===== config.mk =====
export PLATFORM = sky130hd
export DESIGN_NAME = queue_with_running_min_max_unit
export DESIGN_NICKNAME = d
export VERILOG_FILES = /design/src/rtl/qmm_pkg.sv /design/src/rtl/qmm_fifo_cell.sv /design/src/rtl/qmm_deque_cell.sv /design/src/rtl/queue_with_running_min_max_unit.sv
export SDC_FILE = /design/constraint.sdc
export NUM_CORES = 2
export LEC_CHECK = 0
export BUFFER_PORTS_ARGS = -buffer_cell sky130_fd_sc_hd__buf_2
export CORE_MARGIN = 1.5
export CORE_UTILIZATION = 65
export CTS_BUF_LIST = sky130_fd_sc_hd__clkbuf_4 sky130_fd_sc_hd__clkbuf_8 sky130_fd_sc_hd__clkbuf_16
export DETAILED_ROUTE_END_ITERATION = 10
export PLACE_DENSITY_LB_ADDON = 0.3
export SYNTH_ARGS = -nofsm -noshare
export SYNTH_HDL_FRONTEND = slang
export SYNTH_HIERARCHICAL = 1
export SYNTH_SLANG_ARGS = --single-unit
export TNS_END_PERCENT = 20

===== constraint.sdc =====
create_clock -name clk -period 23.8 [get_ports clk]
set_input_delay 3.57 -clock clk [delete_from_list [all_inputs] [get_ports clk]]
set_output_delay 3.57 -clock clk [all_outputs]
set_load 0.02 [all_outputs]

===== src/rtl/qmm_pkg.sv =====
// ----------------------------------------------------------------------------
// qmm_pkg: shared definitions of the queue with running min and max
// Sizes, command codes and the control bundle that the top level sends
// along each row of cells.
// ----------------------------------------------------------------------------
package qmm_pkg;

  // Storage geometry.
  localparam int QUEUE_DEPTH = 16;
  localparam int VALUE_WIDTH = 32;
  localparam int CNT_W       = $clog2(QUEUE_DEPTH + 1);
  localparam int IDX_W       = $clog2(QUEUE_DEPTH);
  localparam int CMD_W       = 2;

  // Command codes; the unused code behaves as a report.
  typedef enum logic [CMD_W-1:0] {
    CMD_ENQ    = 2'd0,
    CMD_DEQ    = 2'd1,
    CMD_REPORT = 2'd2,
    CMD_NOP    = 2'd3
  } qmm_cmd_t;

  typedef logic signed [VALUE_WIDTH-1:0] qmm_val_t;

  // Control broadcast to every cell of one row.
  typedef struct packed {
    logic              enq;    // append x to this row
    logic              shift;  // drop the front entry, all cells move down
    qmm_val_t          x;      // value being appended
    logic [CNT_W-1:0]  count;  // entries held by this row before the update
  } qmm_ctl_t;

endpackage


===== src/rtl/qmm_fifo_cell.sv =====
// ----------------------------------------------------------------------------
// qmm_fifo_cell: one slot of the shifting FIFO
// Slot zero always holds the oldest value. A write lands in the slot whose
// index equals the fill count; a dequeue moves every slot one place down.
// ----------------------------------------------------------------------------
module qmm_fifo_cell (
  input  logic                      clk,
  input  qmm_pkg::qmm_ctl_t         ctl,
  input  logic [qmm_pkg::IDX_W-1:0] idx,
  input  qmm_pkg::qmm_val_t         next_val,
  output qmm_pkg::qmm_val_t         val_r
);

  qmm_pkg::qmm_val_t val_nxt;
  logic              wr_here;

  // The first free slot takes the new value.
  assign wr_here = ctl.enq && ({1'b0, idx} == ctl.count);

  always_comb begin
    val_nxt = val_r;
    if (ctl.shift) begin
      val_nxt = next_val;
    end else if (wr_here) begin
      val_nxt = ctl.x;
    end
  end

  // Payload only, so no reset.
  always_ff @(posedge clk) begin
    val_r <= val_nxt;
  end

endmodule


===== src/rtl/qmm_deque_cell.sv =====
// ----------------------------------------------------------------------------
// qmm_deque_cell: one slot of a monotonic deque
// Each slot decides on its own whether it survives an enqueue. Survivors form
// a prefix, so the first slot that does not survive takes the new value and
// the slots past it fall out of the count. A front pop shifts all slots down.
// ----------------------------------------------------------------------------
module qmm_deque_cell (
  input  logic                      clk,
  input  qmm_pkg::qmm_ctl_t         ctl,
  input  logic                      is_max,
  input  logic [qmm_pkg::IDX_W-1:0] idx,
  input  logic                      prev_keep,
  input  qmm_pkg::qmm_val_t         next_val,
  output logic                      keep,
  output qmm_pkg::qmm_val_t         val_r
);

  qmm_pkg::qmm_val_t val_nxt;
  logic              held;
  logic              drop;

  // A held entry is dropped when it would break the ordering of the deque.
  assign held = {1'b0, idx} < ctl.count;
  assign drop = is_max ? (val_r < ctl.x) : (ctl.x < val_r);
  assign keep = held && !drop;

  always_comb begin
    val_nxt = val_r;
    if (ctl.shift) begin
      val_nxt = next_val;
    end else if (ctl.enq && prev_keep && !keep) begin
      val_nxt = ctl.x;
    end
  end

  always_ff @(posedge clk) begin
    val_r <= val_nxt;
  end

endmodule


===== src/rtl/queue_with_running_min_max_unit.sv =====
// ----------------------------------------------------------------------------
// queue_with_running_min_max_unit: FIFO that reports its minimum and maximum
// Each command enqueues a signed value, dequeues the oldest one, or only
// reports. Every transfer on the input channel yields exactly one result
// on the output channel: the front, minimum and maximum after the command
// (zero when empty), the occupancy, an empty flag and an overflow flag set
// when an enqueue hit a full queue and was dropped.
// Both channels use valid and stall. At the edge of an input transfer the
// three rows of cells (FIFO, min deque, max deque) update in parallel,
// and the result is registered at that same edge, so it is offered in
// the next cycle. A new item can be taken every cycle while the receiver
// does not stall; the limit is the single compare per deque cell plus the
// count of surviving cells, all in the cycle of the transfer.
// When the receiver stalls, the result is held and the input stalls until
// it is taken; a result taken in a cycle frees room for the next input in
// that same cycle.
// Reset (synchronous, rst_n low) empties the queue and drops any pending
// result; the cell values themselves are not cleared.
// ----------------------------------------------------------------------------
module queue_with_running_min_max_unit (
  input  logic                              clk,
  input  logic                              rst_n,
  input  logic                              in_valid,
  output logic                              in_stall,
  input  logic [qmm_pkg::CMD_W-1:0]         in_command,
  input  logic signed [qmm_pkg::VALUE_WIDTH-1:0] in_value,
  output logic                              out_valid,
  input  logic                              out_stall,
  output logic signed [qmm_pkg::VALUE_WIDTH-1:0] out_front_value,
  output logic signed [qmm_pkg::VALUE_WIDTH-1:0] out_min_value,
  output logic signed [qmm_pkg::VALUE_WIDTH-1:0] out_max_value,
  output logic                              out_is_empty,
  output logic [qmm_pkg::CNT_W-1:0]         out_occupancy,
  output logic                              out_overflow
);

  localparam int DEPTH = qmm_pkg::QUEUE_DEPTH;
  localparam int CW    = qmm_pkg::CNT_W;
  localparam int IW    = qmm_pkg::IDX_W;

  logic                   in_xfer;
  logic                   out_xfer;
  logic                   is_enq;
  logic                   is_deq;
  logic                   do_enq;
  logic                   do_deq;
  logic                   ovf;
  logic                   pop_min;
  logic                   pop_max;

  logic [CW-1:0]          fifo_cnt_r, fifo_cnt_nxt;
  logic [CW-1:0]          min_cnt_r, min_cnt_nxt;
  logic [CW-1:0]          max_cnt_r, max_cnt_nxt;
  logic [CW-1:0]          min_kept;
  logic [CW-1:0]          max_kept;

  qmm_pkg::qmm_ctl_t      fifo_ctl;
  qmm_pkg::qmm_ctl_t      min_ctl;
  qmm_pkg::qmm_ctl_t      max_ctl;

  qmm_pkg::qmm_val_t      fifo_val [DEPTH];
  qmm_pkg::qmm_val_t      min_val  [DEPTH];
  qmm_pkg::qmm_val_t      max_val  [DEPTH];
  logic [DEPTH-1:0]       min_keep;
  logic [DEPTH-1:0]       max_keep;

  qmm_pkg::qmm_val_t      front_nxt;
  qmm_pkg::qmm_val_t      minv_nxt;
  qmm_pkg::qmm_val_t      maxv_nxt;

  logic                   out_valid_r;
  qmm_pkg::qmm_val_t      front_r;
  qmm_pkg::qmm_val_t      minv_r;
  qmm_pkg::qmm_val_t      maxv_r;
  logic                   empty_r;
  logic [CW-1:0]          occ_r;
  logic                   ovf_r;

  // Handshake: the output register frees room when its result is taken.
  assign out_xfer = out_valid_r && !out_stall;
  assign in_stall = out_valid_r && out_stall;
  assign in_xfer  = in_valid && !in_stall;

  // Command decode; the unused code acts as a report.
  assign is_enq = in_command == qmm_pkg::CMD_ENQ;
  assign is_deq = in_command == qmm_pkg::CMD_DEQ;
  assign ovf    = in_xfer && is_enq && (fifo_cnt_r == CW'(DEPTH));
  assign do_enq = in_xfer && is_enq && (fifo_cnt_r != CW'(DEPTH));
  assign do_deq = in_xfer && is_deq && (fifo_cnt_r != '0);

  // A deque front leaves along with the FIFO head it equals.
  assign pop_min = do_deq && (min_cnt_r != '0) && (min_val[0] == fifo_val[0]);
  assign pop_max = do_deq && (max_cnt_r != '0) && (max_val[0] == fifo_val[0]);

  // Control bundles for the three rows.
  assign fifo_ctl = '{enq: do_enq, shift: do_deq, x: in_value, count: fifo_cnt_r};
  assign min_ctl  = '{enq: do_enq, shift: pop_min, x: in_value, count: min_cnt_r};
  assign max_ctl  = '{enq: do_enq, shift: pop_max, x: in_value, count: max_cnt_r};

  // Rows of cells; the last cell shifts in its own value, which then lies
  // past the count and is never read.
  for (genvar i = 0; i < DEPTH; i++) begin : g_cell
    qmm_fifo_cell u_fifo (
      .clk      (clk),
      .ctl      (fifo_ctl),
      .idx      (IW'(i)),
      .next_val ((i == DEPTH - 1) ? fifo_val[i] : fifo_val[(i + 1) % DEPTH]),
      .val_r    (fifo_val[i])
    );

    qmm_deque_cell u_min (
      .clk       (clk),
      .ctl       (min_ctl),
      .is_max    (1'b0),
      .idx       (IW'(i)),
      .prev_keep ((i == 0) ? 1'b1 : min_keep[(i + DEPTH - 1) % DEPTH]),
      .next_val  ((i == DEPTH - 1) ? min_val[i] : min_val[(i + 1) % DEPTH]),
      .keep      (min_keep[i]),
      .val_r     (min_val[i])
    );

    qmm_deque_cell u_max (
      .clk       (clk),
      .ctl       (max_ctl),
      .is_max    (1'b1),
      .idx       (IW'(i)),
      .prev_keep ((i == 0) ? 1'b1 : max_keep[(i + DEPTH - 1) % DEPTH]),
      .next_val  ((i == DEPTH - 1) ? max_val[i] : max_val[(i + 1) % DEPTH]),
      .keep      (max_keep[i]),
      .val_r     (max_val[i])
    );
  end

  // Survivors of an enqueue form a prefix, so the last surviving cell gives
  // the new length before the append.
  always_comb begin
    min_kept = '0;
    max_kept = '0;
    for (int i = 0; i < DEPTH; i++) begin
      if (min_keep[i]) begin
        min_kept = CW'(i + 1);
      end
      if (max_keep[i]) begin
        max_kept = CW'(i + 1);
      end
    end
  end

  // Next fill counts.
  always_comb begin
    fifo_cnt_nxt = fifo_cnt_r;
    min_cnt_nxt  = min_cnt_r;
    max_cnt_nxt  = max_cnt_r;
    if (do_enq) begin
      fifo_cnt_nxt = fifo_cnt_r + CW'(1);
      min_cnt_nxt  = min_kept + CW'(1);
      max_cnt_nxt  = max_kept + CW'(1);
    end else begin
      if (do_deq) begin
        fifo_cnt_nxt = fifo_cnt_r - CW'(1);
      end
      if (pop_min) begin
        min_cnt_nxt = min_cnt_r - CW'(1);
      end
      if (pop_max) begin
        max_cnt_nxt = max_cnt_r - CW'(1);
      end
    end
  end

  // Front, minimum and maximum as they stand after the command.
  always_comb begin
    front_nxt = fifo_val[0];
    minv_nxt  = min_val[0];
    maxv_nxt  = max_val[0];
    if (do_enq) begin
      if (fifo_cnt_r == '0) begin
        front_nxt = in_value;
      end
      if (!min_keep[0]) begin
        minv_nxt = in_value;
      end
      if (!max_keep[0]) begin
        maxv_nxt = in_value;
      end
    end else begin
      if (do_deq) begin
        front_nxt = fifo_val[1 % DEPTH];
      end
      if (pop_min) begin
        minv_nxt = min_val[1 % DEPTH];
      end
      if (pop_max) begin
        maxv_nxt = max_val[1 % DEPTH];
      end
    end
    if (fifo_cnt_nxt == '0) begin
      front_nxt = '0;
      minv_nxt  = '0;
      maxv_nxt  = '0;
    end
  end

  // Control state: fill counts and the result valid flag.
  always_ff @(posedge clk) begin
    if (!rst_n) begin
      fifo_cnt_r  <= '0;
      min_cnt_r   <= '0;
      max_cnt_r   <= '0;
      out_valid_r <= 1'b0;
    end else begin
      fifo_cnt_r <= fifo_cnt_nxt;
      min_cnt_r  <= min_cnt_nxt;
      max_cnt_r  <= max_cnt_nxt;
      if (in_xfer) begin
        out_valid_r <= 1'b1;
      end else if (out_xfer) begin
        out_valid_r <= 1'b0;
      end
    end
  end

  // Result register, loaded at each input transfer.
  always_ff @(posedge clk) begin
    if (in_xfer) begin
      front_r <= front_nxt;
      minv_r  <= minv_nxt;
      maxv_r  <= maxv_nxt;
      empty_r <= fifo_cnt_nxt == '0;
      occ_r   <= fifo_cnt_nxt;
      ovf_r   <= ovf;
    end
  end

  assign out_valid       = out_valid_r;
  assign out_front_value = front_r;
  assign out_min_value   = minv_r;
  assign out_max_value   = maxv_r;
  assign out_is_empty    = empty_r;
  assign out_occupancy   = occ_r;
  assign out_overflow    = ovf_r;

endmodule

==> results.sh <==
export IMPL_outcome="finished, violations left"
export IMPL_failed_checks="DRC"
export IMPL_cts_hold_buf=0
export IMPL_worst_hold_slack_ns=0.533
export IMPL_finalSetupTns_ns=0
export IMPL_critPathRequiredTime_ns=24.35
export IMPL_top_level_ports=143
export IMPL_cts_setup_buffers=0
export IMPL_drt_pass1_iterations=11
export IMPL_nNetsFinal=10400
export IMPL_cp_end_kind="register"
export IMPL_avgSynthCellArea_um2=12.4
export IMPL_tritoncts="yes"
export IMPL_grt_overflow=0
export IMPL_clock_skew_final_ns=0.0395
export IMPL_hp_class="reg -> reg"
export IMPL_hold_viol=0
export IMPL_synth_top_cell_by_area="edfxtp_1"
export IMPL_rsz0062_at_grt="no"
export IMPL_regArea_um2=49500
export IMPL_slew_viol_final=0
export IMPL_synth_warnings=6
export IMPL_async_reset_ff_share_pct=0
export IMPL_final_common_cell="edfxtp_1"
export IMPL_synth_area_top_cells="edfxtp_1 46%, ha_1 13%, mux2_2 11%, mux2_4 6.5%, inv_1 4.2%"
export IMPL_route_detailed_drc=2
export IMPL_drt_iter0_markers=7159
export IMPL_reg2reg_slack_ns=15.34
export IMPL_slew_headroom_pct=9.12
export IMPL_drive_gt1_share_pct=24.2
export IMPL_finalCritPeriodShare_pct=43.6
export IMPL_mostFrequentLayoutCells="1639 x edfxtp_1, 1202 x inv_1, 1128 x ha_1"
export IMPL_grt_total_usage_pct=31.5
export IMPL_finalSetupViolCount=0
export IMPL_htree_levels=4
export IMPL_finalWirelength_mm=268
export IMPL_start_util_pct=65.7
export IMPL_grt_pass1_wl_mm=411
export IMPL_grt_max_degree=174
export IMPL_r2r_cells=10
export IMPL_place_port_buffers=142
export IMPL_cellLeakagePower_nw=47.2
export IMPL_worst_pin_slew_ns=1.36
export IMPL_antenna_found_initial=8
export IMPL_path_class="in -> reg"
export IMPL_r2r_start="fifo_cnt_r[4]"
export IMPL_seq_area_frac_synth_pct=46.2
export IMPL_drt_antenna_violating_nets=0
export IMPL_fp_dieH_um=409
export IMPL_ys_types=76
export IMPL_vias=72000
export IMPL_area_growth_pct=9.09
export IMPL_synth_cells=8666
export IMPL_num_rows=148
export IMPL_post_cts_resized=0
export IMPL_synth_area_um2=107000
export IMPL_die_area_um2=167000
export IMPL_num_fill_cells=10600
export IMPL_insertion_delay_ns=0.84
export IMPL_grt_pass1_vias=72800
export IMPL_ys_ff_latch=1655
export IMPL_cp_max_fo=102
export IMPL_synth_edff_count=1639
export IMPL_cts_root_buf="clkbuf_16"
export IMPL_synth_top_area_share_pct=45.9
export IMPL_cp_startpoint="out_stall"
export IMPL_wl_per_cell_um=23.3
export IMPL_multi_input_area_um2=52400
export IMPL_critical_path_endpoint="g_cell[13].u_min/val_r[24]"
export IMPL_drv_cap=0
export IMPL_reg2reg_to="g_cell[13].u_min/val_r[24]"
export IMPL_arrival_ns=10.93
export IMPL_period_needed_ns=10.38
export IMPL_place_gp_congestion=0.950
export IMPL_cts_sinks=1655
export IMPL_core_um2=163000
export IMPL_vias_per_cell=6.25
export IMPL_cts_buffer_depth=3
export IMPL_clock_fmax_ghz=0.0964
export IMPL_clkTransAtPathRegs_ns=0.06
export IMPL_synthFlopType="edfxtp_1"
export IMPL_fp_dieW_um=409
export IMPL_cellPowerDensity_nw_per_um2=59.5
export IMPL_cts_buffers=178
export IMPL_peakVddDrop_mv=0.0814
export IMPL_dp_hpwl_mm=184
export IMPL_start_kind="input pin"
export IMPL_total_power_mw=6.96
==> report_power, final <==
part / internal [mW] / switching, mW / total [mW]
sequential: 3.29 / 0.0398 / 3.33
combinational: 0.356 / 0.530 / 0.886
clock: 1.57 / 1.18 / 2.74
total: 5.21 / 1.75 / 6.96
==> registers in the layout, indices dropped and copies added (netlist names) <==
signal               flops
g_cell.u_min/val_r     512
g_cell.u_fifo/val_r    512
g_cell.u_max/val_r     512
fifo_cnt_r               5
out_valid                1
min_cnt_r                5
out_is_empty             1
out_max_value           32
out_overflow             1
out_front_value         32
out_min_value           32
out_occupancy            5
max_cnt_r                5
==> layer usage <==
metal | GRT usage, % | vias to the layer above | part of all wire (%)
li1 | - | 33200 | -
met3 | 4.67 | 686 | 7.1
met4 | 15.4 | 2 | 4.9
met2 | 51.8 | 2889 | 47
met1 | 40.9 | 35300 | 41
met5 | 0 | - | 0.0034
==> metrics by stage <==
step	cells	worst slack, ns	instance area, um^2	util, %
floorplan	8986	13.88	108000	-
global placement	11200	13.02	111000	68.1
detailed placement	11200	12.76	111000	68.1
CTS	11500	13.62	117000	71.7
global route	11500	12.99	117000	71.7
finish	11500	13.42	117000	71.7
==> cell usage after synthesis, types with 63 or more instances <==
cell      number
buf_1         63
xnor2_1      112
nand3_1      171
mux2_2      1041
nand4_1      221
o211ai_1      95
inv_1       1203
edfxtp_1    1639
ha_1        1128
clkbuf_1     116
o21ai_0      103
a21oi_1      431
mux2i_1       95
o221ai_1      65
and4_1        64
mux2_4       464
nor4_1        75
a21o_1       101
nor2_1       234
a221oi_1      65
nand2_1      360
==> kinds of logic after synthesis <==
kind of cell,share of synthesized area [%]
AO/OA/AOI/OAI,8.59
buffers and inverters,6.07
other,0.00701
flip-flops,46.2
AND/OR/NAND/NOR,6.50
XOR/XNOR,1.12
adder cells (fa/ha/maj),13.2
multiplexers,18.3
==> layout make-up <==
| class | instances | share of cell area [%] |
|---|---|---|
| Inverter | 1207 | 3.89 |
| Tap cell | 2175 | 2.33 |
| Clock buffer | 217 | 4.09 |
| Multi-Input combinational cell | 5860 | 44.8 |
| Sequential cell | 1655 | 42.4 |
| Antenna cell | 2 | 0.00428 |
| Timing Repair Buffer | 290 | 1.67 |
| Clock inverter | 108 | 0.833 |
==> worst min path at each step <==
| stage | from | end | slack (ns) | cells past startpoint |
|---|---|---|---|---|
| 2_1_floorplan | g_cell[11].u_fifo/val_r[28] | g_cell[10].u_fifo/val_r[28] | 0.52 | 1 |
| 3_3_place_gp | g_cell[9].u_fifo/val_r[12] | g_cell[8].u_fifo/val_r[12] | 0.53 | 1 |
| 3_5_place_dp | g_cell[13].u_fifo/val_r[29] | g_cell[12].u_fifo/val_r[29] | 0.53 | 1 |
| 4_1_cts | g_cell[9].u_fifo/val_r[22] | g_cell[8].u_fifo/val_r[22] | 0.53 | 1 |
| 5_1_grt | g_cell[8].u_fifo/val_r[19] | g_cell[7].u_fifo/val_r[19] | 0.54 | 1 |
| 6_report | g_cell[9].u_fifo/val_r[22] | g_cell[8].u_fifo/val_r[22] | 0.53 | 1 |
==> worst max-delay path: stages <==
cell	delay (ns)
buf_2	0.12
a21boi_4	0.13
buf_4	0.63
nand4_4	0.32
nor4_2	0.60
and3_4	0.88
buf_4	1.03
buf_4	1.03
buf_4	1.05
buf_4	0.83
mux2_2	0.42
No activity file was read; power rests on OpenSTA's default activity.
